**config.mk**
```make
export PLATFORM = sky130hd
export DESIGN_NAME = c2s_out_buf
export DESIGN_NICKNAME = d
export VERILOG_FILES = /design/src/hw/rtl/c2s_out_buf.sv
export SDC_FILE = /design/constraint.sdc
export NUM_CORES = 1
export LEC_CHECK = 0
export BUFFER_PORTS_ARGS = -buffer_cell sky130_fd_sc_hd__buf_4
export CORE_MARGIN = 4
export CORE_UTILIZATION = 40
export CTS_CLUSTER_SIZE = 28
export DETAILED_ROUTE_END_ITERATION = 16
export GPL_ROUTABILITY_DRIVEN = 0
export SETUP_SLACK_MARGIN = 0.5
export SLEW_MARGIN = 20
export SYNTH_ARGS = -nofsm -noshare
export SYNTH_HDL_FRONTEND = slang
export SYNTH_SLANG_ARGS = --single-unit
```
**constraint.sdc**
```tcl
create_clock -name clk -period 1.62 [get_ports clk]
set_input_delay 0.081 -clock clk [delete_from_list [all_inputs] [get_ports clk]]
set_output_delay 0.081 -clock clk [all_outputs]
set_load 0.05 [all_outputs]
```
**src/hw/rtl/c2s_out_buf.sv**
```systemverilog
// Two-entry result buffer that parts the pipeline from the output channel.
// No dependencies.
module c2s_out_buf #(
	parameter int DATA_WIDTH = 8
) (
	input  logic                  clk,
	input  logic                  arst_n,
	input  logic                  push,
	input  logic [DATA_WIDTH-1:0] push_data,
	output logic                  full,
	output logic                  out_valid,
	input  logic                  out_ready,
	output logic [DATA_WIDTH-1:0] out_data
);
	logic [DATA_WIDTH-1:0] mem_q [2];
	logic                  wr_q, rd_q;
	logic [1:0]            cnt_q;
	logic                  pop;

	assign pop = out_valid & out_ready;

	// Track pointers and fill level
	always_ff @(posedge clk or negedge arst_n) begin
		if (!arst_n) begin
			wr_q  <= 1'b0;
			rd_q  <= 1'b0;
			cnt_q <= 2'd0;
		end else begin
			if (push) begin
				wr_q <= ~wr_q;
			end
			if (pop) begin
				rd_q <= ~rd_q;
			end
			unique case ({push, pop})
				2'b10:   cnt_q <= cnt_q + 2'd1;
				2'b01:   cnt_q <= cnt_q - 2'd1;
				default: cnt_q <= cnt_q;
			endcase
		end
	end

	// Store an incoming result
	always_ff @(posedge clk) begin
		if (push) begin
			mem_q[wr_q] <= push_data;
		end
	end

	assign full      = cnt_q[1];
	assign out_valid = (cnt_q != 2'd0);
	assign out_data  = mem_q[rd_q];

endmodule

```
# After elaboration in Yosys (flattened, before gate mapping)
# Memories as Yosys holds them, arrays and structs flattened.
# Cells that the tools add are included.
[word_totals] output_inout_bits=10 ramBits=16 word_cells=16 reg_bits=4 inputBits=12 mem_count=1
[memory_table] name="mem_q" words=2 word_bits=8 rd=1 rd_clocked_by_memory_dff=0 write_ports=1 line_no="15" rtl="logic [DATA_WIDTH-1:0] mem_q [2];"
[classes] n_eq_ne=2 n_reduce_logical=2 bitwise_logic=3 add_sub_neg=2 n_mux=3
[ops] operator="one-hot mux 2 bit (2 select lines)" count=1
[ops] operator="nonzero test 2 bit" count=2
[ops] operator="adder 2 x 1 -> 2 bit, second input constant" count=1
[ops] operator="equality test 2 x 1 -> 1 bit, second input constant" count=1
[ops] operator="equality test 2 bit, second input constant" count=1
[ops] operator="two-way mux 1 bit" count=2
[ops] operator="inverter 1 bit" count=2
[ops] operator="subtractor 2 x 1 -> 2 bit, second input constant" count=1
[ops] operator="bitwise AND 1 bit" count=1

# Longest topological paths before layout
# Gate-level depths: netlist of the first run.
[depth] ltp_word=4 ltp_mapped=6 mapped_depth_nobuf=6

# Worst setup path after synthesis of the first run
# Ideal clock, no wire load.
[synth_path] path_kind="flip-flop to flip-flop" startpoint="register cnt_q[1]" endpoint="register cnt_q[1]" stages_incl_launch_ff=6 setup_ns=0.082 period_less_slack_ns=1.764 setup_slack_ns=-0.144 arrival_time_ns=1.682 n_path_buf=0 required_ns=1.538 path_cell_list="dfrtp_1 or2_4 and2_4 ha_1 nor2_1 xor2_1"
[synth_via] elab_chain_cells=4 word_cells_on_any_way=8 classes_between="2 x add/sub; 2 x eq/ne; 1 x mux; 1 x bitwise; 2 x reduce/logical"
[synth_rtl] element="start, declared" line_no="17" rtl="logic [1:0] cnt_q;"
[synth_rtl] element="start signal, assigned" line_no="36" rtl="2'b10: cnt_q <= cnt_q + 2'd1;"
[synth_rtl] element="start signal, assigned" line_no="37" rtl="2'b01: cnt_q <= cnt_q - 2'd1;"
[synth_rtl] element="start signal, assigned" line_no="38" rtl="default: cnt_q <= cnt_q;"
[synth_rtl] element="nonzero test 2 bit (*)" line_no="51" rtl="assign out_valid = (cnt_q != 2'd0);"
[synth_rtl] element="named net out_valid" line_no="11" rtl="output logic out_valid,"
[synth_rtl] element="bitwise AND 1 bit (*)" line_no="20" rtl="assign pop = out_valid & out_ready;"
[synth_rtl] element="named net pop" line_no="18" rtl="logic pop;"
[synth_rtl] element="equality test 2 x 1 -> 1 bit / equality test 2 bit (equally long branches)" line_no="35" rtl="unique case ({push, pop})"
[synth_rtl] element="one-hot mux 2 bit (2 select lines) / nonzero test 2 bit (equally long branches)"
# Mark *: on every way through the listed nets, which the timed path passes. The rest lies on a longest branch.
# A chain may end at the register's enable or synchronous reset.

# Worst setup path in the final report of the first run
[layout_path] startpoint="register cnt_q[1]" endpoint="register cnt_q[1]"
[layout_via] elab_chain_cells=4 word_cells_on_any_way=8 classes_between="2 x add/sub; 2 x eq/ne; 1 x mux; 1 x bitwise; 2 x reduce/logical"
[layout_rtl] element="nonzero test 2 bit (*)" line_no="51"
[layout_rtl] element="bitwise AND 1 bit (*)" line_no="20"
[layout_rtl] element="named net pop" line_no="18"
[layout_rtl] element="equality test 2 x 1 -> 1 bit / equality test 2 bit (equally long branches)" line_no="35"
[layout_rtl] element="one-hot mux 2 bit (2 select lines) / nonzero test 2 bit (equally long branches)"
# Marks and branches as above.

==> impl_metrics.env, run 1 <==
export IMPL_outcome="complete, no violations"
export IMPL_worstMarginPinSlew_ns=0.268
export IMPL_cts_root_buf="clkbuf_4"
export IMPL_crit_family="simple AND/OR/NAND/NOR gates"
export IMPL_antenna_cells=0
export IMPL_power_mw=2.32
export IMPL_design_portCount=22
export IMPL_cp_num_buf_inv=0
export IMPL_dp_cells=86
export IMPL_fin_cells=109
export IMPL_nets=98
export IMPL_power_leakage_nw=0.503
export IMPL_slowest_delay_ns=0.42
export IMPL_viasPerCell=4.42
export IMPL_period_share_pct=88.5
export IMPL_coreArea_um2=1760
export IMPL_drcViolationCount=0
export IMPL_critical_path_max_fanout=2
export IMPL_cts_inserted_buffers=3
export IMPL_clk_pin_slew_ns=0.10
export IMPL_relSlewSlack_pct=82.1
export IMPL_synth_area_mux_share_pct=11.7
export IMPL_synth_fa_ha_area_share_pct=1.63
export IMPL_drv_slew=0
export IMPL_worstSetupPathType="reg2reg"
export IMPL_rsz0062_at_grt="true"
export IMPL_areaGrowthSynthToFinish_pct=61.2
export IMPL_vias=482
export IMPL_yosysWarnings=0
export IMPL_drt_pass1_iter_count=3
export IMPL_synthCells=41
export IMPL_post_route_util_pct=70.1
export IMPL_synth_area_leaders="edfxtp_1 (63%), dfrtp_1 (13%), mux2_2 (12%)"
export IMPL_finalHoldViolCount=0
export IMPL_fmax_mhz=698
export IMPL_cap_violations=0
export IMPL_drt_initial_drc_count=7
export IMPL_yosys_area_share_simple_pct=4.08
export IMPL_synth_nets=54
export IMPL_synth_edf_count=16
export IMPL_yosys_top_cells_count="edfxtp_1 (16), mux2_2 (8), dfrtp_1 (4)"
export IMPL_cts_max_level=1
export IMPL_drive_gt1_share_pct=58.3
export IMPL_grt_start_max_net_pins=12
export IMPL_fin_worst_skew_ns=0.00184
export IMPL_setup_viol=0
export IMPL_cts_buffer_depth=2
export IMPL_worstSetupStartpointType="flop"
export IMPL_fin_crit_ns=1.43
export IMPL_grt_pass1_wl_um=2450
export IMPL_die_h_um=51.8
export IMPL_grt_overflow_total=0
export IMPL_antenna_left=0
export IMPL_min_path_type="in2async"
export IMPL_worstSkewPairLatency_ns=0.29
export IMPL_synth_compound_area_share_pct=0
export IMPL_synth_avg_cell_area_um2=18.7
export IMPL_synth_ff_type="edfxtp_1"
export IMPL_place_hpwl_um=870
export IMPL_fp_dieArea_um2=2680
export IMPL_numClockSinks=20
export IMPL_synth_top_family_by_area="multiplexers"
export IMPL_cp_data_required_time_ns=1.80
export IMPL_synthArstFlopShare_pct=20.0
export IMPL_cts_tree="built"
export IMPL_synth_top_area_share_pct=62.6
export IMPL_grt_usage_pct=12.9
export IMPL_end_kind="flop"
export IMPL_setup_tns_ns=0
export IMPL_synth_top_cell_by_area="edfxtp_1"
export IMPL_syn_area_um2=767
export IMPL_ir_drop_mv=1.04
export IMPL_drt_total_wl_um=1500
export IMPL_synth_seq_cells=20
export IMPL_yosysSeqAreaShare_pct=75.7
export IMPL_grt_pass1_vias=555
export IMPL_worstPathArrival_ns=1.61
export IMPL_synth_xor_area_share_pct=5.71
export IMPL_p_per_area_nw_per_um2=1880
export IMPL_path_cells="or2_4, and2_4, ha_4, xnor2_1, nor2_1, xor2_1"
export IMPL_start_util_pct=43.5
export IMPL_n_fill_cell=136
export IMPL_post_synth_top_count_cell="edfxtp_1"
export IMPL_synth_cell_types=12
export IMPL_wl_per_cell_um=13.8
export IMPL_slowest_stage="dfrtp_2"
export IMPL_num_rows=15
export IMPL_io_buffers=21
export IMPL_antenna_found_initial=0
export IMPL_die_x_um=51.8
path summary, 6_finish.rpt:
check	slack, ns	depth (start not counted)	start	end
max in group asynchronous	1.40	2	arst_n	cnt_q[1]
max	0.19	6	cnt_q[1]	cnt_q[1]
min	0.11	2	arst_n	wr_q
min in group clk	0.19	4	out_ready	rd_q
min reg2reg	0.55	1	wr_q	wr_q
max reg2reg	0.19	6	cnt_q[1]	cnt_q[1]
layout make-up:
cell class                 count  area (um^2)  share of cell area, %
sequential                    20          583                   47.2
multi-input combinational     19          210                   17.0
tap                           25         31.3                   2.53
clock buffer                   4         26.3                   2.13
inverter                       1         3.75                  0.304
timing repair buffer          40          382                   30.9
worst reg2reg max path: stages, from the launching register on:
cell and delay (ns):
dfrtp_2 0.42, or2_4 0.25, and2_4 0.15, ha_4 0.15, xnor2_1 0.15, nor2_1 0.07
xor2_1 0.14
power breakdown:
group          internal [mW]  switching (mW)  total (mW)
Combinational          0.626           0.695        1.32
Clock                 0.0957           0.136       0.232
Sequential             0.705          0.0633       0.769
Total                   1.43           0.895        2.32
layer usage:
| layer | up-vias | part of all wire, % | GRT usage, % |
|---|---|---|---|
| met5 | - | 0 | 0 |
| met4 | 0 | 0 | 3.93 |
| met3 | 0 | 4.5 | 2.58 |
| met2 | 14 | 56 | 23.3 |
| met1 | 234 | 40 | 15.4 |
| li1 | 234 | - | - |
flip-flops by register name, indices dropped and copies added, names as in the netlist:
register	cells
cnt_q	2
rd_q	1
mem_q	16
wr_q	1
placed cells by master (no fill, tap or decap):
master          n
nor2_4          1
and2_4          1
xor2_1          3
mux2_2          7
inv_1           1
clkbuf_1        1
mux2_4          1
xnor2_1         1
clkbuf_4        3
buf_8           2
xnor2_2         1
dlygate4sd3_1  10
and2_2          1
nor2_1          1
edfxtp_1       16
dfrtp_2         2
dfrtp_1         2
ha_4            1
buf_4          17
or2_4           1
buf_6          11
logic make-up (layout without fill, tap and decap cells):
family	Yosys count	after routing
simple gates	5	5
mux	8	8
fa+ha+maj	1	1
flops	20	20
xor+xnor	5	5
buf+inv	2	45
timing repair:
action | 4_1_cts | 5_1_grt
hold buffers | 10 | 0
pin swaps | 1 | 0
resized for setup | 11 | 11
endpoints found under the setup margin | 27 | 13
buffers inserted | 7 | 2
hold endpoints to repair | 21 | 0
metrics by stage:
step	setup WS [ns]	hold slack, ns	instance area, um^2
final	0.187	0.105	1240
after global routing	0.123	0.0916	1240
after CTS	0.188	0.0946	1180
after detailed placement	0.172	-0.115	967
after global placement	0.197	-0.117	967
after floorplan	-0.0119	-0.215	783
(Power assumes the default switching activity.)
==> run 2: changes to the inputs <==
MAX_ROUTING_LAYER = met4   (was unset)
REMOVE_ABC_BUFFERS = 1   (was unset)
==> run 2 against run 1 <==
Non-clock buffer count rose by 1. Core utilization rose by 2.1 points. Final cell count rose by 0.92%. Critical endpoint unchanged. Global-route usage rose by 0.15 points. Clock skew rose by 0.00064 ns.
==> impl_metrics.env, run 2 (synthesized netlist as in run 1, its figures left out) <==
export IMPL_outcome="complete, no violations"
export IMPL_fin_crit_ns=1.44
export IMPL_drive_gt1_share_pct=60.0
export IMPL_nets=99
export IMPL_r2r_end="cnt_q[1]"
export IMPL_end_kind="flop"
export IMPL_clk_pin_slew_ns=0.11
export IMPL_swShare_pct=36.5
export IMPL_viasPerCell=4.38
export IMPL_worstSkewPairLatency_ns=0.30
export IMPL_ir_drop_mv=1.51
export IMPL_drcViolationCount=0
export IMPL_setup_viol=0
export IMPL_vias=482
export IMPL_design_portCount=22
export IMPL_drt_initial_drc_count=8
export IMPL_rsz0062_at_grt="true"
export IMPL_clkPwrFrac_pct=16.0
export IMPL_worstSetupStartpointType="flop"
export IMPL_min_path_type="in2async"
export IMPL_grt_pass1_wl_um=2380
export IMPL_fp_dieArea_um2=2680
export IMPL_final_cell_mix="buf_4 (18), edfxtp_1 (16), buf_6 (11)"
export IMPL_cts_inserted_buffers=3
export IMPL_fin_cells=110
export IMPL_cts_root_buf="clkbuf_4"
export IMPL_drt_met1_wl_um=595
export IMPL_start_util_pct=43.5
export IMPL_largestRegisters="mem_q: 16 flops, cnt_q: 2 flops"
export IMPL_reg2regPathDepth=6
export IMPL_relSlewSlack_pct=86.1
export IMPL_antenna_cells=0
export IMPL_p_int_mw=1.60
export IMPL_power_switching_mw=0.918
export IMPL_grt_overflow_total=0
export IMPL_worstSetupPathType="reg2reg"
export IMPL_p_per_area_nw_per_um2=1980
export IMPL_wl_met3_um=60
export IMPL_grt_usage_pct=13.1
export IMPL_timing_final_ws_setup_ns=0.185
export IMPL_power_mw=2.51
export IMPL_antenna_left=0
export IMPL_regMostFlops="mem_q"
export IMPL_cts_buffer_depth=2
export IMPL_wl_met2_um=839
export IMPL_dp_cells=87
export IMPL_fin_worst_skew_ns=0.00248
export IMPL_worstPathArrival_ns=1.66
export IMPL_coreArea_um2=1760
export IMPL_grt_pass1_vias=533
export IMPL_num_rows=15
export IMPL_pwr_share_seq_pct=30.2
export IMPL_areaGrowthSynthToFinish_pct=65.9
export IMPL_cts_max_level=1
export IMPL_cap_violations=0
export IMPL_die_h_um=51.8
export IMPL_whs_ns=0.108
export IMPL_r2r_slack_ns=0.18
export IMPL_grt_start_max_net_pins=13
export IMPL_power_leakage_nw=0.523
export IMPL_period_share_pct=88.6
export IMPL_io_buffers=21
export IMPL_drv_slew=0
export IMPL_cp_data_required_time_ns=1.85
export IMPL_critical_path_max_fanout=2
export IMPL_worstMarginPinSlew_ns=0.209
export IMPL_worstReg2RegStart="cnt_q[0]"
export IMPL_top_layer_used="met4"
export IMPL_wl_per_cell_um=13.7
export IMPL_antenna_found_initial=0
export IMPL_place_worst_setup_slack_ns=0.118
export IMPL_comb_power_share_pct=53.8
export IMPL_largest_reg_flops=16
export IMPL_drt_total_wl_um=1510
export IMPL_drt_pass1_iter_count=4
export IMPL_finalHoldViolCount=0
export IMPL_cts_tree="built"
export IMPL_final_common_cell="buf_4"
export IMPL_numClockSinks=20
export IMPL_die_x_um=51.8
export IMPL_fmax_mhz=697
[run 2: cell types whose count changed in the layout (fill, tap and decap cells not counted), sizes merged]
cell and delta:
buf +1, bufinv +1, clkbuf -1
[run 2: timing repair]
item,in CTS,in global routing
pin swaps,5,3
buffers inserted,6,3
hold buffers,10,0
setup endpoints to repair,18,18
gates resized for setup,18,7
endpoints found under the hold margin,21,0
[run 2: worst max path at each step]
stage | startpoint | endpoint | slack (ns)
3_3_place_gp | cnt_q[0] | cnt_q[1] | 0.17
4_1_cts | cnt_q[1] | cnt_q[1] | 0.20
6_report | cnt_q[0] | cnt_q[1] | 0.18
3_5_place_dp | cnt_q[0] | cnt_q[1] | 0.12
2_1_floorplan | cnt_q[1] | cnt_q[1] | -0.14
5_1_grt | cnt_q[1] | cnt_q[1] | 0.10
[run 2: area by class of cell]
class	count	area [um^2]
Clock buffer	3	22.5
Multi-Input combinational cell	19	214
Inverter	1	3.75
Sequential cell	20	582
Timing Repair Buffer	41	389
Fill cell	136	492
Tap cell	25	31.3
Clock inverter	1	30.0
[run 2: layer usage]
metal	vias to the layer above	track usage, %
li1	237	-
met1	228	13.7
met2	15	23.3
met3	2	3.44
met4	0	5.24
met5	-	-
[run 2: power groups by stage]
stage               sequential (mW)  clock [mW]  combinational, mW
floorplan                     0.829           0              0.618
global placement              0.806           0              0.902
detailed placement            0.808           0              0.904
CTS                           0.747       0.408               1.21
global route                  0.773       0.438               1.42
finish                        0.758       0.403               1.35
[run 2: metrics by stage]
stage / util [%] / TNS (ns) / cell area [um^2]
floorplan: - / -0.188 / 762
finish: 72.1 / 0 / 1270
CTS: 69.1 / 0 / 1220
global placement: 54.3 / 0 / 958
global route: 72.1 / 0 / 1270
detailed placement: 54.3 / 0 / 958
[run 2: critical path, cell delays in order, from the launching register on]
cell,delay [ns]
dfrtp_1,0.39
or2_4,0.25
and2_4,0.15
ha_4,0.16
xnor2_2,0.12
nor2_1,0.11
xor2_1,0.17
==> run 3: changes to the inputs <==
CTS_BUF_LIST = sky130_fd_sc_hd__clkbuf_16   (was unset)
==> run 3 against run 2 <==
Fmax increased by 4.2%. First-iteration DRC count shrank 38%. Worst hold slack got worse by 0.091 ns. Sequential share of layout area grew 0.68 points. Via count decreased by 5.6%. Flip-flop and latch count is the same. Total power grew 11%. Global-route usage down 2.1 points.
==> impl_metrics.env, run 3 (synthesized netlist as in run 1, its figures left out) <==
export IMPL_outcome="complete, no violations"
export IMPL_antenna_cells=0
export IMPL_grt_usage_pct=11.0
export IMPL_numClockSinks=20
export IMPL_end_kind="flop"
export IMPL_r2r_slack_ns=0.24
export IMPL_hp_start="push_data[6]"
export IMPL_setup_viol=0
export IMPL_cts_root_buf="clkbuf_16"
export IMPL_num_rows=15
export IMPL_regArea_um2=582
export IMPL_viasPerCell=4.55
export IMPL_wl_per_cell_um=13.8
export IMPL_design_portCount=22
export IMPL_fp_dieArea_um2=2680
export IMPL_worstSkewPairLatency_ns=0.24
export IMPL_use_met2_pct=20.6
export IMPL_n_fill_cell=134
export IMPL_dp_cells=87
export IMPL_nets=89
export IMPL_slowest_stage="dfrtp_1"
export IMPL_power_mw=2.78
export IMPL_grt_pass1_vias=474
export IMPL_worstSetupStartpointType="flop"
export IMPL_io_buffers=21
export IMPL_pwr_share_seq_pct=27.6
export IMPL_coreArea_um2=1760
export IMPL_use_met3_pct=2.87
export IMPL_drt_initial_drc_count=5
export IMPL_areaGrowthSynthToFinish_pct=63.5
export IMPL_final_cell_mix="buf_4 (19), edfxtp_1 (16), buf_8 (6)"
export IMPL_relSlewSlack_pct=86.0
export IMPL_clkPwrFrac_pct=23.4
export IMPL_fin_worst_skew_ns=0.000955
export IMPL_cp_data_required_time_ns=1.79
export IMPL_grt_overflow_total=0
export IMPL_holdPathStages=1
export IMPL_power_leakage_nw=0.528
export IMPL_gr_max_usage_layer="met2"
export IMPL_power_switching_mw=0.931
export IMPL_drt_pass1_iter_count=4
export IMPL_holdPathEnd="mem_q[1][6]"
export IMPL_die_x_um=51.8
export IMPL_cap_violations=0
export IMPL_worstMarginPinSlew_ns=0.210
export IMPL_cts_buffer_depth=2
export IMPL_multi_input_area_um2=233
export IMPL_vias=455
export IMPL_path_depth=6
export IMPL_fin_cells=100
export IMPL_antenna_found_initial=0
export IMPL_drv_slew=0
export IMPL_worstReg2RegStart="cnt_q[1]"
export IMPL_cts_max_level=1
export IMPL_use_met1_pct=11.4
export IMPL_start_util_pct=43.5
export IMPL_grt_start_max_net_pins=13
export IMPL_finalHoldViolCount=0
export IMPL_crit_family="simple AND/OR/NAND/NOR gates"
export IMPL_antenna_left=0
export IMPL_slowest_delay_ns=0.39
export IMPL_fmax_mhz=726
export IMPL_clk_pin_slew_ns=0.05
export IMPL_place_worst_setup_slack_ns=0.118
export IMPL_swShare_pct=33.5
export IMPL_grt_pass1_wl_um=2060
export IMPL_reg2regPathDepth=6
export IMPL_drive_gt1_share_pct=66.7
export IMPL_cts_inserted_buffers=3
export IMPL_worstPathArrival_ns=1.55
export IMPL_largest_reg_flops=16
export IMPL_dpl_cell_area_um2=958
export IMPL_period_share_pct=85.1
export IMPL_p_per_area_nw_per_um2=2220
export IMPL_cts_tree="built"
export IMPL_critical_path_max_fanout=2
export IMPL_min_path_type="in2reg"
export IMPL_worstSetupPathType="reg2reg"
export IMPL_regMostFlops="mem_q"
export IMPL_drt_total_wl_um=1380
export IMPL_r2r_end="cnt_q[1]"
export IMPL_path_cells="or2_4, and2_4, ha_4, xnor2_2, nor2_1, xor2_1"
export IMPL_whs_ns=0.0162
export IMPL_fin_crit_ns=1.38
export IMPL_drcViolationCount=0
export IMPL_p_int_mw=1.85
export IMPL_ir_drop_mv=1.72
export IMPL_final_common_cell="buf_4"
export IMPL_cp_num_buf_inv=0
export IMPL_design_area_um2=1250
export IMPL_largestRegisters="mem_q: 16 flops, cnt_q: 2 flops"
export IMPL_timing_final_ws_setup_ns=0.242
export IMPL_rsz0062_at_grt="true"
export IMPL_comb_power_share_pct=48.9
export IMPL_die_h_um=51.8
==> run 3: per-layer routing <==
| layer | vias up | share of wire (%) | routed length (um) |
|---|---|---|---|
| met5 | - | 0 | 0 |
| met4 | 0 | 0 | 0 |
| met3 | 0 | 4.2 | 58 |
| met2 | 11 | 58 | 799 |
| met1 | 226 | 38 | 519 |
| li1 | 218 | - | - |
==> run 3: power groups by stage <==
stage,combinational (mW),sequential [mW],clock [mW]
final,1.36,0.769,0.652
after global routing,1.43,0.784,0.697
after CTS,1.16,0.753,0.665
after detailed placement,0.904,0.808,0
after global placement,0.902,0.806,0
after floorplan,0.618,0.829,0
==> run 3: worst max-delay path by stage <==
stage,startpoint,endpoint,slack (ns)
after global placement,cnt_q[0],cnt_q[1],0.17
after detailed placement,cnt_q[0],cnt_q[1],0.12
after CTS,cnt_q[1],cnt_q[1],0.21
final,cnt_q[1],cnt_q[1],0.24
after global routing,cnt_q[1],cnt_q[1],0.14
after floorplan,cnt_q[1],cnt_q[1],-0.14
==> run 3: area by class of cell <==
type | count | share of cell area [%]
timing repair buffer | 31 | 23.9
clock inverter | 1 | 2.40
inverter | 1 | 0.299
sequential | 20 | 46.4
multi-input combinational | 19 | 18.6
clock buffer | 3 | 5.99
tap | 25 | 2.50
==> run 3: timing repair <==
action                                  CTS  global route
resized for setup                        13            19
endpoints found under the setup margin   16            25
hold buffers                              1             0
endpoints found under the hold margin     4             0
pin swaps                                 5             3
buffers inserted                          6             2
==> run 3: worst reg2reg max path, stage by stage, from the launching register on <==
cell and delay (ns):
dfrtp_1 0.39, or2_4 0.24, and2_4 0.15, ha_4 0.16
xnor2_2 0.12, nor2_1 0.11, xor2_1 0.15
==> run 3: through the flow <==
step	setup TNS, ns	util [%]
after global placement	0	54.3
final	0	71.1
after global routing	0	71.1
after floorplan	-0.188	-
after detailed placement	0	54.3
after CTS	0	66.0
